===== config.mk =====
export PLATFORM = sky130hd
export DESIGN_NAME = xmodem_receiver
export DESIGN_NICKNAME = d
export VERILOG_FILES = /design/src/design/xmr_pkg.sv /design/src/design/xmr_out_queue.sv /design/src/design/xmr_engine.sv /design/src/design/xmodem_receiver.sv
export SDC_FILE = /design/constraint.sdc
export NUM_CORES = 1
export LEC_CHECK = 0
export ABC_AREA = 1
export BUFFER_PORTS_ARGS = -buffer_cell sky130_fd_sc_hd__buf_2
export CAP_MARGIN = 20
export CORE_ASPECT_RATIO = 0.9
export CORE_UTILIZATION = 25
export CTS_CLUSTER_DIAMETER = 30
export DETAILED_ROUTE_END_ITERATION = 7
export HOLD_SLACK_MARGIN = 0.12
export SLEW_MARGIN = 40
export SYNTH_ARGS = -nofsm -noshare
export SYNTH_HDL_FRONTEND = slang
export SYNTH_SLANG_ARGS = --single-unit

===== constraint.sdc =====
create_clock -name aclk -period 4.2 [get_ports aclk]
set_clock_uncertainty 0.15 [all_clocks]
set_input_delay 0.84 -clock aclk [delete_from_list [all_inputs] [get_ports aclk]]
set_output_delay 0.84 -clock aclk [all_outputs]
set_load 0.02 [all_outputs]

===== src/design/xmr_pkg.sv =====
package xmr_pkg;

    localparam logic [7:0] CH_SOH = 8'h01;
    localparam logic [7:0] CH_STX = 8'h02;
    localparam logic [7:0] CH_EOT = 8'h04;
    localparam logic [7:0] CH_ACK = 8'h06;
    localparam logic [7:0] CH_NAK = 8'h15;
    localparam logic [7:0] CH_CAN = 8'h18;
    localparam logic [7:0] CH_C   = 8'h43;
    localparam logic [15:0] CRC_POLY = 16'h1021;
    localparam logic [10:0] SHORT_BLOCK = 11'd128;
    localparam logic [10:0] LONG_BLOCK  = 11'd1024;
    localparam logic [7:0] SYNC_TRIES_RESET  = 8'd30;
    localparam logic [7:0] MAX_REPEATS_RESET = 8'd25;
    localparam logic [23:0] COUNT_MAX = 24'hFFFFFF;

    localparam logic [1:0] ACT_START   = 2'd0;
    localparam logic [1:0] ACT_BYTE    = 2'd1;
    localparam logic [1:0] ACT_TIMEOUT = 2'd2;

    localparam logic [1:0] VD_NONE   = 2'd0;
    localparam logic [1:0] VD_ACCEPT = 2'd1;
    localparam logic [1:0] VD_DUP    = 2'd2;
    localparam logic [1:0] VD_REJECT = 2'd3;

    localparam logic [1:0] ST_NORMAL = 2'd0;
    localparam logic [1:0] ST_CANCEL = 2'd1;
    localparam logic [1:0] ST_SYNC   = 2'd2;
    localparam logic [1:0] ST_REPEAT = 2'd3;

    localparam logic CFG_SYNC_TRIES  = 1'b0;
    localparam logic CFG_MAX_REPEATS = 1'b1;

    typedef enum logic [2:0] {
        PH_IDLE, PH_SYNC, PH_BLOCK, PH_FLUSH, PH_DONE
    } phase_t;

    typedef enum logic [2:0] {
        PA_NONE, PA_ACK_END, PA_ACK_CANCEL, PA_NAK, PA_CAN_SYNC, PA_CAN_REPEAT
    } pend_t;

    typedef struct packed {
        logic [1:0] action;
        logic [7:0] rx_byte;
    } in_item_t;

    typedef struct packed {
        logic        tx_valid;
        logic [7:0]  tx_byte;
        logic        data_valid;
        logic [7:0]  data_byte;
        logic [1:0]  verdict;
        logic        done_res;
        logic [1:0]  status;
        logic [23:0] byte_count;
        logic        last;
    } out_item_t;

    typedef struct packed {
        logic [1:0] n;
        out_item_t  r0;
        out_item_t  r1;
        out_item_t  r2;
    } step_res_t;

    function automatic logic [15:0] crc_update(logic [15:0] crc, logic [7:0] b);
        logic [15:0] c;
        c = crc ^ {b, 8'h00};
        for (int k = 0; k < 8; k++) begin
            c = c[15] ? ((c << 1) ^ CRC_POLY) : (c << 1);
        end
        return c;
    endfunction

endpackage


===== src/design/xmr_out_queue.sv =====
module xmr_out_queue (
    input  logic                aclk,
    input  logic                aresetn,
    input  logic                load,
    input  xmr_pkg::step_res_t  res,
    output logic                busy,
    output logic                m_valid,
    input  logic                m_ready,
    output xmr_pkg::out_item_t  m_data
);

    xmr_pkg::out_item_t q_reg [3];
    logic [1:0] cnt_reg, cnt_next;
    logic [1:0] rd_reg, rd_next;

    // busy when more than one beat still waits, or one that is not leaving
    assign m_valid = (cnt_reg != 2'd0);
    assign m_data  = q_reg[rd_reg];
    assign busy    = (cnt_reg > 2'd1) || (cnt_reg == 2'd1 && !m_ready);

    always_comb begin
        cnt_next = cnt_reg;
        rd_next  = rd_reg;
        if (m_valid && m_ready) begin
            cnt_next = cnt_reg - 2'd1;
            rd_next  = rd_reg + 2'd1;
        end
        if (load && res.n != 2'd0) begin
            cnt_next = res.n;
            rd_next  = 2'd0;
        end
    end

    always_ff @(posedge aclk) begin
        if (!aresetn) begin
            cnt_reg <= 2'd0;
            rd_reg  <= 2'd0;
        end else begin
            cnt_reg <= cnt_next;
            rd_reg  <= rd_next;
        end
        if (load && res.n != 2'd0) begin
            q_reg[0] <= res.r0;
            q_reg[1] <= res.r1;
            q_reg[2] <= res.r2;
        end
    end

`ifndef SYNTHESIS
    a_cnt_range: assert property (@(posedge aclk) disable iff (!aresetn)
        cnt_reg != 2'd3 || rd_reg == 2'd0) else $error("queue read pointer off");
    a_hold: assert property (@(posedge aclk) disable iff (!aresetn)
        (m_valid && !m_ready && !load) |=> m_valid) else $error("beat dropped");
    a_last: assert property (@(posedge aclk) disable iff (!aresetn)
        (cnt_reg == 2'd1) |-> m_data.last) else $error("final beat lacks last");
`endif

endmodule


===== src/design/xmr_engine.sv =====
module xmr_engine (
    input  logic                aclk,
    input  logic                aresetn,
    input  logic                cfg_we,
    input  logic [0:0]          cfg_index,
    input  logic [7:0]          cfg_data,
    input  logic                step,
    input  xmr_pkg::in_item_t   item,
    output xmr_pkg::step_res_t  res
);

    logic [7:0] sync_tries_reg, max_repeats_reg;
    xmr_pkg::phase_t phase_reg, phase_next;
    xmr_pkg::pend_t  pend_reg, pend_next;
    logic [7:0]  try_char_reg, try_char_next;
    logic        crc_mode_reg, crc_mode_next;
    logic [7:0]  exp_reg, exp_next;
    logic [7:0]  try_cnt_reg, try_cnt_next;
    logic [7:0]  credit_reg, credit_next;
    logic        cancel_reg, cancel_next;
    logic        long_reg, long_next;
    logic [10:0] idx_reg, idx_next;
    logic [7:0]  bnum_reg, bnum_next;
    logic [7:0]  bcomp_reg, bcomp_next;
    logic [15:0] crc_reg, crc_next;
    logic [7:0]  sum_reg, sum_next;
    logic [7:0]  sent_reg, sent_next;
    logic [23:0] acc_reg, acc_next;

    logic [1:0]  act;
    logic [7:0]  b;
    logic        tout;
    logic [10:0] size;
    logic [24:0] acc_sum;
    logic        ok, chk_ok, judge_now, abort_now, is_new;
    logic [7:0]  tc_inc, nt_try_char;
    logic [1:0]  vd;

    xmr_pkg::out_item_t e0, e1, e2;
    logic [1:0] n;

    assign act  = item.action;
    assign b    = item.rx_byte;
    assign tout = (act == xmr_pkg::ACT_TIMEOUT) || (act == xmr_pkg::ACT_BYTE && b == 8'h00);
    assign size = long_reg ? xmr_pkg::LONG_BLOCK : xmr_pkg::SHORT_BLOCK;
    assign tc_inc = (try_cnt_reg == 8'hFF) ? try_cnt_reg : try_cnt_reg + 8'd1;

    function automatic xmr_pkg::out_item_t mk(logic tv, logic [7:0] tb, logic dv,
        logic [7:0] db, logic [1:0] v, logic dn, logic [1:0] st, logic [23:0] bc);
        xmr_pkg::out_item_t r;
        r.tx_valid = tv; r.tx_byte = tb; r.data_valid = dv; r.data_byte = db;
        r.verdict = v; r.done_res = dn; r.status = st; r.byte_count = bc;
        r.last = 1'b0;
        return r;
    endfunction

    always_comb begin
        phase_next = phase_reg; pend_next = pend_reg;
        try_char_next = try_char_reg; crc_mode_next = crc_mode_reg;
        exp_next = exp_reg; try_cnt_next = try_cnt_reg; credit_next = credit_reg;
        cancel_next = cancel_reg; long_next = long_reg; idx_next = idx_reg;
        bnum_next = bnum_reg; bcomp_next = bcomp_reg; crc_next = crc_reg;
        sum_next = sum_reg; sent_next = sent_reg; acc_next = acc_reg;
        e0 = '0; e1 = '0; e2 = '0; n = 2'd0;
        judge_now = 1'b0; chk_ok = 1'b0; ok = 1'b0; abort_now = 1'b0;
        is_new = 1'b0; vd = xmr_pkg::VD_NONE; acc_sum = '0;
        nt_try_char = try_char_reg;

        if (act == xmr_pkg::ACT_START) begin
            phase_next = xmr_pkg::PH_SYNC; try_char_next = xmr_pkg::CH_C;
            crc_mode_next = 1'b0; exp_next = 8'd1; try_cnt_next = 8'd0;
            credit_next = max_repeats_reg; cancel_next = 1'b0; long_next = 1'b0;
            idx_next = '0; bnum_next = '0; bcomp_next = '0; crc_next = '0;
            sum_next = '0; sent_next = '0; pend_next = xmr_pkg::PA_NONE;
            acc_next = '0;
            e0 = mk(1'b1, xmr_pkg::CH_C, 1'b0, 8'h00, xmr_pkg::VD_NONE, 1'b0,
                    xmr_pkg::ST_NORMAL, 24'd0);
            n = 2'd1;
        end else if (act == 2'd3) begin
            n = 2'd0;
        end else begin
            case (phase_reg)
                xmr_pkg::PH_SYNC: begin
                    // next_try or consume
                    if ((cancel_reg && !(!tout && b == xmr_pkg::CH_CAN)) ||
                        (!cancel_reg && (tout || !(b == xmr_pkg::CH_SOH ||
                         b == xmr_pkg::CH_STX || b == xmr_pkg::CH_EOT ||
                         b == xmr_pkg::CH_CAN)))) begin
                        cancel_next = 1'b0;
                        try_cnt_next = tc_inc;
                        if (tc_inc < sync_tries_reg) begin
                            if (try_char_reg != 8'h00) begin
                                e0 = mk(1'b1, try_char_reg, 1'b0, 8'h00,
                                        xmr_pkg::VD_NONE, 1'b0, xmr_pkg::ST_NORMAL,
                                        acc_reg);
                                n = 2'd1;
                            end
                        end else if (try_char_reg == xmr_pkg::CH_C) begin
                            try_char_next = xmr_pkg::CH_NAK;
                            try_cnt_next = 8'd0;
                            e0 = mk(1'b1, xmr_pkg::CH_NAK, 1'b0, 8'h00,
                                    xmr_pkg::VD_NONE, 1'b0, xmr_pkg::ST_NORMAL, acc_reg);
                            n = 2'd1;
                        end else begin
                            phase_next = xmr_pkg::PH_FLUSH;
                            pend_next = xmr_pkg::PA_CAN_SYNC;
                        end
                    end else if (cancel_reg) begin
                        cancel_next = 1'b0;
                        phase_next = xmr_pkg::PH_FLUSH;
                        pend_next = xmr_pkg::PA_ACK_CANCEL;
                    end else if (b == xmr_pkg::CH_SOH || b == xmr_pkg::CH_STX) begin
                        if (try_char_reg == xmr_pkg::CH_C) crc_mode_next = 1'b1;
                        try_char_next = 8'h00;
                        long_next = (b == xmr_pkg::CH_STX);
                        idx_next = '0; crc_next = '0; sum_next = '0; sent_next = '0;
                        phase_next = xmr_pkg::PH_BLOCK;
                    end else if (b == xmr_pkg::CH_EOT) begin
                        phase_next = xmr_pkg::PH_FLUSH;
                        pend_next = xmr_pkg::PA_ACK_END;
                    end else begin
                        cancel_next = 1'b1;
                    end
                end
                xmr_pkg::PH_BLOCK: begin
                    if (act == xmr_pkg::ACT_TIMEOUT) begin
                        e0 = mk(1'b0, 8'h00, 1'b0, 8'h00, xmr_pkg::VD_REJECT, 1'b0,
                                xmr_pkg::ST_NORMAL, acc_reg);
                        n = 2'd1;
                        phase_next = xmr_pkg::PH_FLUSH;
                        pend_next = xmr_pkg::PA_NAK;
                    end else begin
                        idx_next = idx_reg + 11'd1;
                        if (idx_reg == 11'd0) begin
                            bnum_next = b;
                        end else if (idx_reg == 11'd1) begin
                            bcomp_next = b;
                        end else if (idx_reg < size + 11'd2) begin
                            crc_next = xmr_pkg::crc_update(crc_reg, b);
                            sum_next = sum_reg + b;
                            e0 = mk(1'b0, 8'h00, 1'b1, b, xmr_pkg::VD_NONE, 1'b0,
                                    xmr_pkg::ST_NORMAL, acc_reg);
                            n = 2'd1;
                        end else if (idx_reg == size + 11'd2) begin
                            if (crc_mode_reg) sent_next = b;
                            else begin
                                judge_now = 1'b1;
                                chk_ok = (b == sum_reg);
                            end
                        end else begin
                            judge_now = 1'b1;
                            chk_ok = ({sent_reg, b} == crc_reg);
                        end
                        if (judge_now) begin
                            ok = (bnum_reg == ~bcomp_reg) && chk_ok &&
                                 (bnum_reg == exp_reg || bnum_reg == exp_reg - 8'd1);
                            if (!ok) begin
                                e0 = mk(1'b0, 8'h00, 1'b0, 8'h00, xmr_pkg::VD_REJECT,
                                        1'b0, xmr_pkg::ST_NORMAL, acc_reg);
                                n = 2'd1;
                                phase_next = xmr_pkg::PH_FLUSH;
                                pend_next = xmr_pkg::PA_NAK;
                            end else begin
                                is_new = (bnum_reg == exp_reg);
                                if (is_new) begin
                                    acc_sum = {1'b0, acc_reg} + {14'd0, size};
                                    acc_next = acc_sum[24] ? xmr_pkg::COUNT_MAX
                                                           : acc_sum[23:0];
                                    exp_next = exp_reg + 8'd1;
                                    credit_next = max_repeats_reg;
                                    abort_now = (max_repeats_reg == 8'd0);
                                    vd = xmr_pkg::VD_ACCEPT;
                                end else begin
                                    abort_now = (credit_reg <= 8'd1);
                                    credit_next = (credit_reg != 8'd0) ?
                                                  credit_reg - 8'd1 : 8'd0;
                                    vd = xmr_pkg::VD_DUP;
                                end
                                n = 2'd1;
                                if (abort_now) begin
                                    e0 = mk(1'b0, 8'h00, 1'b0, 8'h00, vd, 1'b0,
                                            xmr_pkg::ST_NORMAL, acc_next);
                                    phase_next = xmr_pkg::PH_FLUSH;
                                    pend_next = xmr_pkg::PA_CAN_REPEAT;
                                end else begin
                                    e0 = mk(1'b1, xmr_pkg::CH_ACK, 1'b0, 8'h00, vd,
                                            1'b0, xmr_pkg::ST_NORMAL, acc_next);
                                    phase_next = xmr_pkg::PH_SYNC;
                                    try_cnt_next = 8'd0; cancel_next = 1'b0;
                                    pend_next = xmr_pkg::PA_NONE;
                                end
                            end
                        end
                    end
                end
                xmr_pkg::PH_FLUSH: begin
                    if (tout) begin
                        pend_next = xmr_pkg::PA_NONE;
                        case (pend_reg)
                            xmr_pkg::PA_ACK_END, xmr_pkg::PA_ACK_CANCEL: begin
                                e0 = mk(1'b1, xmr_pkg::CH_ACK, 1'b0, 8'h00,
                                        xmr_pkg::VD_NONE, 1'b1,
                                        (pend_reg == xmr_pkg::PA_ACK_CANCEL) ?
                                        xmr_pkg::ST_CANCEL : xmr_pkg::ST_NORMAL, acc_reg);
                                n = 2'd1;
                                phase_next = xmr_pkg::PH_DONE;
                            end
                            xmr_pkg::PA_CAN_SYNC, xmr_pkg::PA_CAN_REPEAT: begin
                                e0 = mk(1'b1, xmr_pkg::CH_CAN, 1'b0, 8'h00,
                                        xmr_pkg::VD_NONE, 1'b0, xmr_pkg::ST_NORMAL, acc_reg);
                                e1 = e0;
                                e2 = mk(1'b1, xmr_pkg::CH_CAN, 1'b0, 8'h00,
                                        xmr_pkg::VD_NONE, 1'b1,
                                        (pend_reg == xmr_pkg::PA_CAN_SYNC) ?
                                        xmr_pkg::ST_SYNC : xmr_pkg::ST_REPEAT, acc_reg);
                                n = 2'd3;
                                phase_next = xmr_pkg::PH_DONE;
                            end
                            xmr_pkg::PA_NAK: begin
                                e0 = mk(1'b1, xmr_pkg::CH_NAK, 1'b0, 8'h00,
                                        xmr_pkg::VD_NONE, 1'b0, xmr_pkg::ST_NORMAL, acc_reg);
                                n = 2'd1;
                                phase_next = xmr_pkg::PH_SYNC;
                                try_cnt_next = 8'd0; cancel_next = 1'b0;
                            end
                            default: begin
                                phase_next = xmr_pkg::PH_SYNC;
                                try_cnt_next = 8'd0; cancel_next = 1'b0;
                            end
                        endcase
                    end
                end
                default: n = 2'd0;
            endcase
        end
        case (n)
            2'd1: e0.last = 1'b1;
            2'd2: e1.last = 1'b1;
            2'd3: e2.last = 1'b1;
            default: ;
        endcase
        res.n = n; res.r0 = e0; res.r1 = e1; res.r2 = e2;
    end

    always_ff @(posedge aclk) begin
        if (!aresetn) begin
            sync_tries_reg <= xmr_pkg::SYNC_TRIES_RESET;
            max_repeats_reg <= xmr_pkg::MAX_REPEATS_RESET;
            phase_reg <= xmr_pkg::PH_IDLE; pend_reg <= xmr_pkg::PA_NONE;
            try_char_reg <= xmr_pkg::CH_C; crc_mode_reg <= 1'b0; exp_reg <= 8'd1;
            try_cnt_reg <= '0; credit_reg <= xmr_pkg::MAX_REPEATS_RESET;
            cancel_reg <= 1'b0; long_reg <= 1'b0; idx_reg <= '0; bnum_reg <= '0;
            bcomp_reg <= '0; crc_reg <= '0; sum_reg <= '0; sent_reg <= '0;
            acc_reg <= '0;
        end else begin
            if (cfg_we && cfg_index == xmr_pkg::CFG_SYNC_TRIES) sync_tries_reg <= cfg_data;
            if (cfg_we && cfg_index == xmr_pkg::CFG_MAX_REPEATS) max_repeats_reg <= cfg_data;
            if (step) begin
                phase_reg <= phase_next; pend_reg <= pend_next;
                try_char_reg <= try_char_next; crc_mode_reg <= crc_mode_next;
                exp_reg <= exp_next; try_cnt_reg <= try_cnt_next;
                credit_reg <= credit_next; cancel_reg <= cancel_next;
                long_reg <= long_next; idx_reg <= idx_next; bnum_reg <= bnum_next;
                bcomp_reg <= bcomp_next; crc_reg <= crc_next; sum_reg <= sum_next;
                sent_reg <= sent_next; acc_reg <= acc_next;
            end
        end
    end

`ifndef SYNTHESIS
    a_flush_pend: assert property (@(posedge aclk) disable iff (!aresetn)
        (phase_reg == xmr_pkg::PH_FLUSH) |-> (pend_reg != xmr_pkg::PA_NONE))
        else $error("flush without pending answer");
    a_idle_quiet: assert property (@(posedge aclk) disable iff (!aresetn)
        (phase_reg == xmr_pkg::PH_DONE && item.action != xmr_pkg::ACT_START)
        |-> (res.n == 2'd0)) else $error("result after session end");
    a_idx_bound: assert property (@(posedge aclk) disable iff (!aresetn)
        (phase_reg == xmr_pkg::PH_BLOCK) |-> (idx_reg <= size + 11'd3))
        else $error("block index overran");
`endif

endmodule


===== src/design/xmodem_receiver.sv =====
// channel | dir | handshake          | payload
// s_      | in  | s_valid / s_ready  | s_data  (action, rx_byte)
// m_      | out | m_valid / m_ready  | m_data  (one result beat)
// cfg_    | in  | cfg_we             | cfg_index, cfg_data
// one input beat is taken per cycle while s_ready is high and yields zero to three result beats
// results are registered in a three-entry output queue drained one beat a cycle while m_ready is high
// s_ready drops while more than one queued beat still has to leave, or one waits with m_ready low
// reset is synchronous on aresetn low and clears all session state and the queue count and read pointer
module xmodem_receiver (
    input  logic                aclk,
    input  logic                aresetn,
    input  logic                cfg_we,
    input  logic [0:0]          cfg_index,
    input  logic [7:0]          cfg_data,
    input  logic                s_valid,
    output logic                s_ready,
    input  xmr_pkg::in_item_t   s_data,
    output logic                m_valid,
    input  logic                m_ready,
    output xmr_pkg::out_item_t  m_data
);

    xmr_pkg::step_res_t res;
    logic busy, step;

    assign s_ready = !busy;
    assign step    = s_valid && s_ready;

    xmr_engine u_engine (
        .aclk(aclk), .aresetn(aresetn), .cfg_we(cfg_we), .cfg_index(cfg_index),
        .cfg_data(cfg_data), .step(step), .item(s_data), .res(res)
    );

    xmr_out_queue u_queue (
        .aclk(aclk), .aresetn(aresetn), .load(step), .res(res), .busy(busy),
        .m_valid(m_valid), .m_ready(m_ready), .m_data(m_data)
    );

endmodule


==> Word level (Yosys, flattened, before mapping) <==
Memory sizes are Yosys's and may differ from the RTL's. A register that Yosys moved wholly into a read port is not among the register bits.
Index checks and enable logic that the tools add are counted.
{ "totals": {"ff_bits": 144, "ramBits": 144, "inputBits": 24, "out_inout_bits": 50, "elab_cells": 401, "n_memories": 1} }
{ "op_classes": {"add_sub_neg": 10, "order_cmp": 4, "eq_ne": 58, "n_mux": 230, "n_bitwise": 12, "n_reduce_logical": 66} }
{ "memory_table": {"columns": ["name", "depth", "word_bits", "read_ports", "rd_ports_with_merged_regs", "write_ports", "line", "text"], "rows": [
  ["u_queue.q_reg", 3, 48, 1, 1, 3, "xmr_out_queue.sv:12", "xmr_pkg::out_item_t q_reg [3];"]
]} }
{ "op_table": {"columns": ["operator", "count"], "rows": [
  ["2-to-1 mux 48 bit", 23],
  ["2-to-1 mux 8 bit", 61],
  ["one-hot mux 48 bit (3 select lines)", 2],
  ["2-to-1 mux 24 bit", 8],
  ["2-to-1 mux 16 bit", 9],
  ["2-to-1 mux 13 bit", 8],
  ["2-to-1 mux 3 bit", 26],
  ["2-to-1 mux 11 bit", 7],
  ["2-to-1 mux 1 bit", 60],
  ["2-to-1 mux 39 bit", 1],
  ["equality test 8 bit", 4],
  ["one-hot mux 16 bit (2 select lines)", 1],
  ["one-hot mux 8 bit (2 select lines)", 2],
  ["2-to-1 mux 2 bit", 15],
  ["AND reduction 7 bit", 4],
  ["adder 24 x 11 -> 25 bit", 1],
  ["inequality test 3 x 1 -> 1 bit, second input constant", 8],
  ["inequality test 3 x 2 -> 1 bit, second input constant", 8],
  ["NOT 3 bit", 8],
  ["one-hot mux 8 bit (3 select lines)", 1],
  ["nonzero test 2 bit", 12],
  ["one-hot mux 11 bit (2 select lines)", 1],
  ["AND reduction 10 bit", 2],
  ["one-hot mux 3 bit (3 select lines)", 2],
  ["other kinds (56)", 106]
]} }

==> Logic depth before layout (Yosys ltp) <==
Gate-level depths: netlist of run 1.
{ "logic_depth": {"ltp_word": 27, "depth_mapped": 23} }

==> Hierarchy <==
A second synthesis of run 1 with hierarchy kept.
{ "hier_totals": {"hier_cells": 2080, "area_unflattened_um2": 15930.3} }
{ "modules_own_cells": {"columns": ["mod", "n_inst", "cells_each", "area_per_inst_um2"], "rows": [
  ["xmr_engine", 1, 1678, 10321.1],
  ["xmr_out_queue", 1, 399, 5595.4],
  ["xmodem_receiver", 1, 3, 13.8]
]} }

==> Least setup slack after synthesis of run 1 <==
OpenSTA, ideal clock, no wires.
{ "synth_timing": {"kind": "flip-flop to flip-flop", "start": "reg u_engine.try_cnt_reg[0]", "end": "mem u_queue.q_reg[0][0] in the netlist's numbering (enable)", "t_arrival_ns": 3.781, "required_ns": 3.622, "path_slack_ns": -0.159, "stages_incl_launch_ff": 20, "path_buffers": 0, "cell_sequence": "dfxtp_1 > nand2_1 > nor2_1 > inv_1 > nor3_1 > nand2_1 > or2_2 > nand3_1 > ha_1 > nand2_1 > nor2_1 > a211oi_1 > nand2_1 > nand2_1 > nand3_2 > nand2_2 > nand2_2 > nand2_2 > nand2_2 > inv_1"} }
{ "synth_lines": {"columns": ["element", "line", "text"], "rows": [
  ["start: declaration", "xmr_engine.sv:18", "logic [7:0] try_cnt_reg, try_cnt_next;"],
  ["start signal: assignment", "xmr_engine.sv:261", "exp_reg <= exp_next; try_cnt_reg <= try_cnt_next;"],
  ["end: declaration", "xmr_out_queue.sv:12", null]
]} }

==> results list, run 1 <==
* Run status: complete, no violations
- In this run, the number of DRC markers left after iteration 0 of detailed routing was around 930.
- Measured in cells, the most critical reg-to-reg path has a length of 18.
* Final core utilization: 0.3107
- Largest net degree at the start of global routing: between 60 and 70
- Post-route setup TNS: 0 ns
- The critical path is of the flop to flop type.
* Number of iterations in the first detailed-routing pass: 5
- The analysis attributes to cell leakage a power of roughly 0.0064 uW.
* Area leader, netlist: dfxtp_1
* Clock latency on the worst-skew pair: ~0.56 ns
- Via/cell ratio: roughly 4.7
* Worst hold path class: flop to flop
* Clock Tree Buf Depth: 3
- Max-cap violations in this run came to 0.
- Counting every instance in the synthesized netlist gives about 1800.
- Core area: about 51000 sq um
* Worst EP arrival: a little under 4 ns
- In this run the critical register-to-register path is captured at u_queue.q_reg[1][14]$_SDFFCE_PP0P_.
- Placed cells: ~2500
- The number of different library cells used by synthesis comes to 57.
- Detailed placement finished with a half-perimeter wire length of 27630 um.
* Per-cell routed wire length: roughly 15 um
- Max-slew violations: 0
- Chip height: roughly 220 um
* Synth warnings: 0
- Clock period minus final worst setup slack: around 3.8 ns
- First-pass GRT wire length: around 60000 um
* Number of antenna violations at the first check in global routing: 10
- Across the VDD grid, the largest voltage drop is just over 0.0003 V.
- Global placement routability congestion: between 0.9 and 1
* Most numerous cell types in the synthesized netlist: nand2_1 (426), nor2_1 (213), inv_1 (190), a21oi_1 (172), dfxtp_1 (141)
* Critical path startpoint: u_engine.try_cnt_reg[0]$_SDFFE_PN0P_
* Residual DRC count: 0
- Worst setup endpoint: u_queue.q_reg[1][14]$_SDFFCE_PP0P_
- Of the cells placed in the final design, the portion with a size suffix greater than 1 is 0.1409.
* Share of the yosys chip area belonging to registers: 0.3895
* Number of nets in the layout: around 1900
- The initial utilization of the core area, before any placement, comes to 0.2542.
- Final standard cell count with taps included and fillers excluded: between 2000 and 3000
- The register with the most flip-flops in the layout has between 70 and 80 of them.
- Die Wd: between 200 and 250 um
- Vias post-DR: ~12000
- The number of hold-slack violations in the final timing report came to 0.
- By instance count, the leading cell after synthesis is nand2_1.
- R2R Path Start: u_engine.try_cnt_reg[0]$_SDFFE_PN0P_
* Average cell area after synthesis: ~7 sq um
- Area growth from synthesis to layout: 22.21%
* All-Layer GR Usage: 0.1446
* Setup-violating endpoint count in the final report: 0
* Clk pin slew, worst setup/hold paths: around 0.05 ns
* Final wirelength: about 38000 um
* EDFF count, synth: 73
- The worst setup path is captured at a flop.
- At the pin with the least slew margin, the transition time is 0.7351 ns.
- Critical path startpoint category: flop
- Cell at the root of the clock tree: clkbuf_16
- Leading post-synthesis cells by cell area: dfxtp_1 (22%), edfxtp_1 (17%), nand2_1 (12%), a21oi_1 (6.7%), nor2_1 (6.2%)
- For the worst setup path, the data required time is 4.27 ns.
- Summed instance area of the synthesized netlist: ~13000 sq um
- After global routing the overflow that remains totals 0.
- Vias in the first global route: 11533
- Setup repair after global routing left no endpoint under its margin.
- The synthesized design contains between 200 and 250 register bits.
- The tree built by TritonCTS fans out to ~210 sinks.
* Primary FF master, synth: dfxtp_1
* Number of antenna-violating nets in the routed design: 0
- Peak fanout along the critical path: 65
* Number of core rows: 78
* Achievable clock frequency: approximately 260 MHz
* Post-synth ARST share: 0
- For this design the top-level I/O count stands at 74.
- Power spread over the standard cell area amounts to around 480 nW/um^2.
* Crit share post-route: 0.8993
- CTS tree: yes
- Max-slew headroom: 0.5067
- Across all register-to-register paths, the minimum setup slack is between 0.4 and 0.5 ns.
- The count of buffers added on input and output ports is between 70 and 80.
- The die covers around 52000 sq um.
* Number of buffers created by CTS: 50
- The clock tree synthesis step divided the H-tree into 2 levels.
- Power comes to roughly 7600 uW.
- Of the post-synthesis cell area, the dominant cell type holds 0.2192.
==> timing repair <==
item,4_1_cts,5_1_grt
gates resized for setup,0,2
setup endpoints to repair,0,65
buffers inserted,0,0
hold endpoints to repair,0,0
hold buffers,0,0
==> cell families after synthesis <==
logic type / Yosys count / synth area share
AO/OA/AOI/OAI: 336 / 0.1483
other: 1 / 0.0002912
buffers and inverters: 279 / 0.08784
AND/OR/NAND/NOR: 863 / 0.2906
flip-flops: 214 / 0.3895
XOR/XNOR: 71 / 0.04888
adder cells (fa/ha/maj): 35 / 0.03459
==> layout by cell type, fill, tap and decap left out, types with 15 or more instances in the layout <==
master	count
a21oi_1	172
buf_2	71
buf_4	21
clkbuf_16	50
clkinvlp_4	15
dfxtp_1	141
edfxtp_1	73
ha_1	34
inv_1	189
inv_2	18
nand2_1	426
nand2_2	19
nand3_1	89
nand4_1	21
nor2_1	212
nor3_1	47
o211ai_1	26
o21ai_0	94
xnor2_1	32
xor2_1	38
==> how the worst min path moves through the flow <==
stage,slack [ns],startpoint,endpoint,depth (start not counted)
2_1_floorplan,0.28,u_engine.sync_tries_reg[5]$_SDFFE_PN0P_,u_engine.sync_tries_reg[5]$_SDFFE_PN0P_,2
3_3_place_gp,0.30,u_engine.sent_reg[3]$_SDFFE_PN0P_,u_engine.sent_reg[3]$_SDFFE_PN0P_,2
3_5_place_dp,0.30,u_engine.sent_reg[6]$_SDFFE_PN0P_,u_engine.sent_reg[6]$_SDFFE_PN0P_,2
4_1_cts,0.31,u_engine.sent_reg[5]$_SDFFE_PN0P_,u_engine.sent_reg[5]$_SDFFE_PN0P_,2
5_1_grt,0.32,u_engine.sent_reg[3]$_SDFFE_PN0P_,u_engine.sent_reg[3]$_SDFFE_PN0P_,2
6_report,0.31,u_engine.sent_reg[3]$_SDFFE_PN0P_,u_engine.sent_reg[3]$_SDFFE_PN0P_,2
==> critical path, stage by stage (launching register included) <==
cell and delay, ns:
dfxtp_1 0.40, ha_1 0.20, nand2_1 0.09, nor2_2 0.18, nand2_2 0.16, o21ai_0 0.17, ha_1 0.30, a21oi_1 0.13
nor2_1 0.06, a211oi_2 0.22, nand2_1 0.15, nand2_1 0.13, nand3_2 0.13, nand2_2 0.17, nand2_2 0.08, nand2_2 0.07
nand2_2 0.09, clkinvlp_4 0.22, buf_16 0.31
==> layout make-up <==
| type | instances | area (sq um) |
|---|---|---|
| sequential | 214 | 5015 |
| inverter | 215 | 813.3 |
| tap | 680 | 850.8 |
| antenna | 3 | 7.507 |
| clock inverter | 34 | 414.1 |
| multi-input combinational | 1308 | 6750 |
| clock buffer | 59 | 1345 |
| timing repair buffer | 93 | 540.5 |
| fill | 5364 | 34910 |
==> power by group <==
part	internal (uW)	switching, uW
sequential	2290	85.0
clock	2670	1280
combinational	386	873
==> routing by layer <==
layer,GRT usage,routed length (um),share of wire
met5,0,86,0.0023
met4,0.04430,900,0.024
met3,0.02816,2635,0.069
met2,0.2141,15660,0.41
met1,0.2092,18640,0.49
==> through the flow <==
stage | cell area, sq um | hold slack (ns) | worst slack, ns
finish | 15740 | 0.3064 | 0.4230
global route | 15730 | 0.3180 | 0.05284
CTS | 15710 | 0.3085 | 0.2864
detailed placement | 13950 | 0.3021 | 0.3086
global placement | 13950 | 0.2971 | 0.3972
floorplan | 12890 | 0.2831 | 0.3578
Note: power is estimated with default switching activity, not from simulation.
==> run 2: changes to the inputs <==
- RECOVER_POWER: not set -> 25
==> run 2 against run 1 <==
  * The run now ends with max-capacitance violations, max-slew violations left
  * Wire length about the same
  * Count of clock-buffer cells in the layout did not move
  * Hold slack about the same
  * Utilization shrank 0.14 points
  * First-iteration DRC count is 14% higher
  * Largest power group unchanged
==> results list, run 2 (same netlist as run 1, synthesis figures left out) <==
* Cell at the root of the clock tree: clkbuf_16
- Worst-Margin Slew: 2.541 ns (+1.806 ns)
- Lkg Pwr: 0.006344 uW (-0.69%)
* Die Wd: 241.2 um (unchanged)
- Area growth from synthesis to layout: 21.66%
- STA classifies the critical path endpoint as a flop.
- The per-cell via count in the routed design came to 4.668 (-0.13%).
* Hold-fix buffers, CTS: 0 (unchanged)
- The half-perimeter wire length after detailed placement was 27630 um (unchanged).
- Level count of the clock H-tree: 2 (unchanged)
- The highest clock frequency the design can meet is 259.8 MHz (-1.9%).
* Clock share of power: 0.521 (about the same)
* Post-route setup TNS: 0 ns (unchanged)
* Cell type of the slowest stage on the worst timing path: nor2_1
- The top cell types in the final layout, fill and taps aside, are nand2_1 (428), nor2_1 (214), inv_1 (191).
- CTS tree: yes
- The clock latency of the later-clocked register in the worst-skew pair came to 0.56 ns (about the same).
- Net switching power figure: 2231 uW (-0.28%)
- The combinational cell fraction of total power came to 0.165 (about the same).
- Placement-stage worst setup slack: 0.3086 ns (unchanged)
- The number of vias in the routed layout was 12166 (-0.13%).
- Setup-violating endpoint count in the final report: 0 (unchanged)
- Boundary pin count: 74 (unchanged)
- Cell Chain, Critical Path: inv_1 -> nor2_2 -> inv_1 -> nor2_1 -> inv_1 -> nor2_2 -> inv_1 -> nand2_2 -> inv_1 -> nor2_2 -> inv_1 -> nor3_1
* Max-slew violations: 53 (+53)
* Run status: finished with violations
- Number of buffers created by CTS: 50 (unchanged)
- Chip height: 217.3 um (unchanged)
- Die footprint: 52420 sq um (unchanged)
* Clk pin slew, worst setup/hold paths: 0.04 ns (about the same)
- The switching power as a share of total power is 0.2946 (-0.0003508).
- The portion of the clock cycle consumed by the worst path in the final layout was 0.9165 (+0.01724).
- The sequential share of power is 0.314 (about the same).
- Peak fanout along the critical path: 21 (-68%)
- Number of antenna-violating nets in the routed design: 0 (unchanged)
- The core region area is 50650 sq um (unchanged).
- The number of violations of the max-capacitance limit came to 1 (+1).
* Number of iterations in the first detailed-routing pass: 6 (+1)
- The worst setup path is of the flop to flop kind.
- Vias in the first global route: 11533 (unchanged)
- Maximum vdd drop: 0.0003014 V (-0.63%)
- The tightest hold margin is 0.3068 ns (+0.0004450 ns).
- The initial antenna violation count was 10 (unchanged).
- Setup repair after global routing left no endpoint under its margin.
* Per-cell routed wire length: 14.56 um (about the same)
- Critical path startpoint category: flop
* Max reg flops: 73 (unchanged)
- Effective utilization at floorplan: 0.2542 (unchanged)
* First-pass GRT wire length: 61200 um (unchanged)
* PD cells: 483.5 nW/um^2 (+0.29%)
- The DRC violations left is 0 (unchanged).
- Global placement routability congestion: 0.9351 (unchanged)
- Required time at the worst-slack endpoint: 4.52 ns (+0.25 ns)
- Max-slew headroom: -0.6939 (-1.201)
- Delay of the slowest critical-path stage: 0.64 ns (+0.24 ns)
* Clock Tree Buf Depth: 3 (unchanged)
- The port buffer count came to 71 (unchanged).
- Final wirelength: 37930 um (about the same)
- Failing checks: max-capacitance violations, max-slew violations
* Sinks on the clock net: 214 (unchanged)
- The layout net count was 1941 (unchanged).
- The endpoint arrival time on the critical path was 4.17 ns (+0.32 ns).
- Final Hold Violating Endpoints: 0 (unchanged)
- The internal power is 5342 uW (-0.11%).
* Clock period minus final worst setup slack: 3.849 ns (+0.07240 ns)
- Number of core rows: 78 (unchanged)
- Library cell appearing most often on the critical path: inv_1
- Crit path setup slack, layout: 0.3506 ns (-0.07240 ns)
- The share of final-layout standard cells stronger than drive strength 1 is 0.1300 (-0.01092).
- The library cell used most frequently in the layout, excluding fill and tap cells, is nand2_1.
- Worst hold path class: flop to flop
- The number of DRC violations after detailed-routing iteration 0 was 1068 (+14%).
- Largest net degree at the start of global routing: 66 (unchanged)
- The global-route total usage across every layer came to 0.1446 (unchanged).
- The overall overflow remaining after global route is 0 (unchanged).
==> run 2: cell types whose count changed in the layout (fill, tap and decap cells not counted), sizes merged <==
cell	before	now
buf	93	80
clkbuf	59	72
==> run 2: critical path, delay by kind of cell, from the launching register on <==
kind	cells	cell delay [ns]
simple gates	6	2.04
buf+inv	6	1.21
flops	1	0.36
==> run 2: per-stage QoR <==
stage	cell area (sq um)	total power (uW)	cells	util
final	15670	7573	2606	0.3093
after global routing	15660	7902	2605	0.3092
after CTS	15710	7649	2603	0.3102
after detailed placement	13950	3663	2510	0.2755
after global placement	13950	3646	2510	0.2755
after floorplan	12890	3288	1801	-
==> run 2: layout make-up <==
type / count / area [sq um]
fillers: 5378 / 34990
multi-input cells: 1308 / 6705
flip-flops and latches: 214 / 5015
clock buffers: 59 / 1345
well taps: 680 / 850.8
inverters: 215 / 813.3
repair buffers: 93 / 514.2
clock inverters: 34 / 414.1
diodes: 3 / 7.507
==> run 2: what timing repair did <==
item                                    CTS  global route
endpoints found under the setup margin    0            65
buffers inserted                          0             0
resized for setup                         0             2
==> run 2: per-layer routing <==
layer | vias to the layer above | GRT usage | part of all wire
met4 | 14 | 0.04430 | 0.023
met1 | 5574 | 0.2092 | 0.49
met2 | 420 | 0.2141 | 0.41
met3 | 77 | 0.02816 | 0.071
met5 | - | 0 | 0.0023
li1 | 6081 | - | -
==> run 2: final timing paths <==
path	start	slack [ns]	to	cells after the start
worst max-delay path	u_engine.phase_reg[1]$_SDFFE_PN0P_	0.35	u_engine.idx_reg[4]$_SDFFE_PN0P_	12
worst min-delay path	u_engine.sent_reg[3]$_SDFFE_PN0P_	0.31	u_engine.sent_reg[3]$_SDFFE_PN0P_	2
worst max register to register	u_engine.phase_reg[1]$_SDFFE_PN0P_	0.35	u_engine.idx_reg[4]$_SDFFE_PN0P_	12
worst min register to register	u_engine.sent_reg[3]$_SDFFE_PN0P_	0.31	u_engine.sent_reg[3]$_SDFFE_PN0P_	2
==> run 2: power by group through the flow <==
stage          Sequential (uW)  Clock (uW)  Combinational [uW]
5_1_grt                   2390        4120                1390
2_1_floorplan             2390           0                 896
6_report                  2380        3940                1250
3_3_place_gp              2410           0                1240
3_5_place_dp              2410           0                1250
4_1_cts                   2380        4020                1250
==> run 3: changes to the inputs <==
- REMOVE_ABC_BUFFERS: not set -> 1
==> run 3 against run 2 <==
  * The run still ends with max-capacitance violations, max-slew violations left
  * Count of clock-buffer cells in the layout grew 4
  * Setup slack gained 0.016 ns
  * Die area is the same
  * Power grew 2.9%
  * Flip-flop and latch count is the same
  * Combinational power is essentially flat
  * Register-to-register slack gained 0.09 ns
  * Wire length grew 1.7%
  * Sequential power is essentially flat
  * Clock power grew 5%
  * Via count grew 0.65%
  * Critical path type is now flop to primary output
==> results list, run 3 (same netlist as run 1, synthesis figures left out) <==
* Run status: finished with violations
* Failing checks: max-capacitance violations, max-slew violations
- Die footprint: 52420 sq um (unchanged)
- Worst hold path class: flop to flop
* Max-slew violations: 83 (+57%)
- The total wirelength of the detailed-routed design is 38590 um (+1.7%).
- Vias post-DR: 12245 (+0.65%)
- The number of violations of the max-capacitance limit came to 2 (+1).
- The clock latency of the later-clocked register in the worst-skew pair came to 0.60 ns (+0.04 ns).
- Post-Layout Inst Area: 15740 sq um (+0.48%)
* Area growth from synthesis to layout: 22.24%
- Maximum vdd drop: 0.0002895 V (-3.9%)
- The post-route non-filler standard cell count is 2612 (+0.23%).
- Setup-violating endpoint count in the final report: 0 (unchanged)
* Remaining global-route overflow: 0 (unchanged)
- Cell Chain, Critical Path: nor2_2 -> clkbuf_1 -> a22o_1 -> clkbuf_1
- R2R Path Start: u_engine.try_cnt_reg[0]$_SDFFE_PN0P_
- The initial antenna violation count was 1 (-9).
* Number of nets in the layout: 1945 (+0.21%)
- The required time reported for the critical path endpoint was 3.21 ns (-1.31 ns).
* Number of antenna-violating nets in the routed design: 0 (unchanged)
- Library cell appearing most often on the critical path: clkbuf_1
- The top-level I/O count was 74 (unchanged).
- Worst-Margin Slew: 2.506 ns (-0.03469 ns)
- Post-CTS setup buffer count: 0 (unchanged)
- Placed cells: 2510 (unchanged)
- The count of standard-cell rows was 78 (unchanged).
- The global-route total usage across every layer came to 0.1484 (+0.003837).
- Lkg Pwr: 0.006394 uW (+0.78%)
- Final Hold Violating Endpoints: 0 (unchanged)
- TritonCTS built the clock tree.
- The largest net degree at the start of global routing came to 55 (-17%).
* Critical path startpoint category: flop
* Startpoint of the tightest hold check path: u_engine.sync_tries_reg[7]$_SDFFE_PN0P_
- Vias in the first global route: 11807 (+2.4%)
* Detailed Place HPWL: 27700 um (+0.24%)
- The cts-stage hold buffer count was 0 (unchanged).
- In this run the worst setup path terminates at m_data[25].
- The deepest clock path buffer count came to 3 (unchanged).
* Achievable clock frequency: 260.9 MHz (+0.43%)
* PD cells: 495.2 nW/um^2 (+2.4%)
- The delay contributed by the slowest stage of the critical path is 1.12 ns (+0.48 ns).
* Effective utilization at floorplan: 0.2542 (unchanged)
- The count of buffer and inverter cells on the critical path is 2 (-4).
* Cell count along the critical path: 4 (-8)
- The per-cell via count in the routed design is 4.688 (+0.42%).
- Setup repair after global routing left no endpoint under its margin.
* Fraction of final layout cells sized beyond drive strength 1: 0.1289 (-0.001056)
- Path type of the worst setup path: flop to primary output
* Number of iterations in the first detailed-routing pass: 5 (-1)
* R2r worst-path depth: 20 (+8)
- The setup slack of the worst register-to-register path was 0.44 ns (+0.09 ns).
- Max reg flops: 73 (unchanged)
* Top cell family by delay on the critical path: buffers and inverters
- Clock period minus final worst setup slack: 3.833 ns (-0.01645 ns)
- The routability congestion estimate from global placement came to 0.9389 (+0.41%).
- Number of buffers created by CTS: 54 (+8.0%)
- Core area: 50650 sq um (unchanged)
* First-pass GRT wire length: 62180 um (+1.6%)
* Worst EP arrival: 2.84 ns (-1.33 ns)
- The tightest hold margin is 0.3083 ns (+0.001500 ns).
* Clk pin slew, worst setup/hold paths: 0.05 ns (about the same)
- The number of clock sinks was 214 (unchanged).
- Most common cell after layout, fill and taps aside: nand2_1
* Peak fanout along the critical path: 29 (+38%)
* PostCTS Resize Cnt: 0 (unchanged)
- The root buffer cell chosen for the clock tree is clkbuf_16.
- Critical path capture point type: primary output
- Level count of the clock H-tree: 2 (unchanged)
- In the layout the commonest cells are nand2_1 (431), nor2_1 (214), inv_1 (193).
* Per-cell routed wire length: 14.77 um (+1.5%)
- Crit share post-route: 0.9126 (-0.003918)
- The port buffer count came to 71 (unchanged).
- End of the worst register-to-register path: u_queue.q_reg[0][33]$_SDFFCE_PP0P_
- The DRC violations left is 0 (unchanged).
- The worst relative slew slack is -0.6708 (+0.02312).
* Die Wd: 241.2 um (unchanged)
- The number of filler instances in the final layout came to 5397 (+0.35%).
- Chip height: 217.3 um (unchanged)
* Cell type of the slowest stage on the worst timing path: clkbuf_1
- Post-place instance area: 13960 sq um (about the same)
- Initial DRC count: 1080 (+1.1%)
run 3: cell count changes in the layout (fill, tap and decap cells not counted), sizes merged:
cell	previous run	this run
clkinv	17	25
clkinvlp	15	10
clkbuf	72	76
inv	211	214
bufinv	6	4
diode	3	1
run 3: cell type report:
cell class,count,area [sq um],share of cell area
Clock inverter,38,401.6,0.02552
Timing Repair Buffer,93,519.2,0.03299
Inverter,215,808.3,0.05135
Antenna cell,1,2.502,0.0001590
Clock buffer,63,1456,0.09253
Multi-Input combinational cell,1308,6686,0.4248
Tap cell,680,850.8,0.05405
Sequential cell,214,5015,0.3186
run 3: how the worst min path moves through the flow:
| stage | end | depth (start not counted) |
|---|---|---|
| 2_1_floorplan | u_engine.sync_tries_reg[5]$_SDFFE_PN0P_ | 2 |
| 3_3_place_gp | u_engine.sent_reg[6]$_SDFFE_PN0P_ | 2 |
| 3_5_place_dp | u_engine.sent_reg[0]$_SDFFE_PN0P_ | 2 |
| 4_1_cts | u_engine.max_repeats_reg[0]$_SDFFE_PN1P_ | 3 |
| 5_1_grt | u_engine.sent_reg[6]$_SDFFE_PN0P_ | 2 |
| 6_report | u_engine.sync_tries_reg[7]$_SDFFE_PN0P_ | 2 |
run 3: routing by layer:
layer	vias up	GRT usage	part of all wire
li1	6097	-	-
met1	5650	0.2029	0.47
met2	421	0.2288	0.43
met3	77	0.02651	0.075
met4	0	0.06139	0.031
met5	-	0	0
run 3: through the flow:
| stage | setup slack [ns] | util | total power, uW | setup TNS, ns |
|---|---|---|---|---|
| floorplan | -0.3583 | - | 3244 | -26.35 |
| CTS | 0.4431 | 0.3123 | 7889 | 0 |
| detailed placement | 0.4516 | 0.2756 | 3701 | 0 |
| finish | 0.3670 | 0.3108 | 7794 | 0 |
| global placement | 0.4941 | 0.2756 | 3684 | 0 |
| global route | 0.03908 | 0.3107 | 8123 | 0 |
run 3: tightest hold or removal path, delay by kind of cell (launching register included):
| kind | cells | cell delay (ns) |
|---|---|---|
| AOI/OAI and AO/OA | 1 | 0.06 |
| buffers and inverters | 1 | 0.06 |
| DFF | 1 | 0.29 |
run 3: power by group:
group | switching (uW) | internal [uW] | leakage (uW)
logic | 896 | 380 | 0.00368
registers | 85.9 | 2290 | 0.00182
clock network | 1390 | 2750 | 0.000889
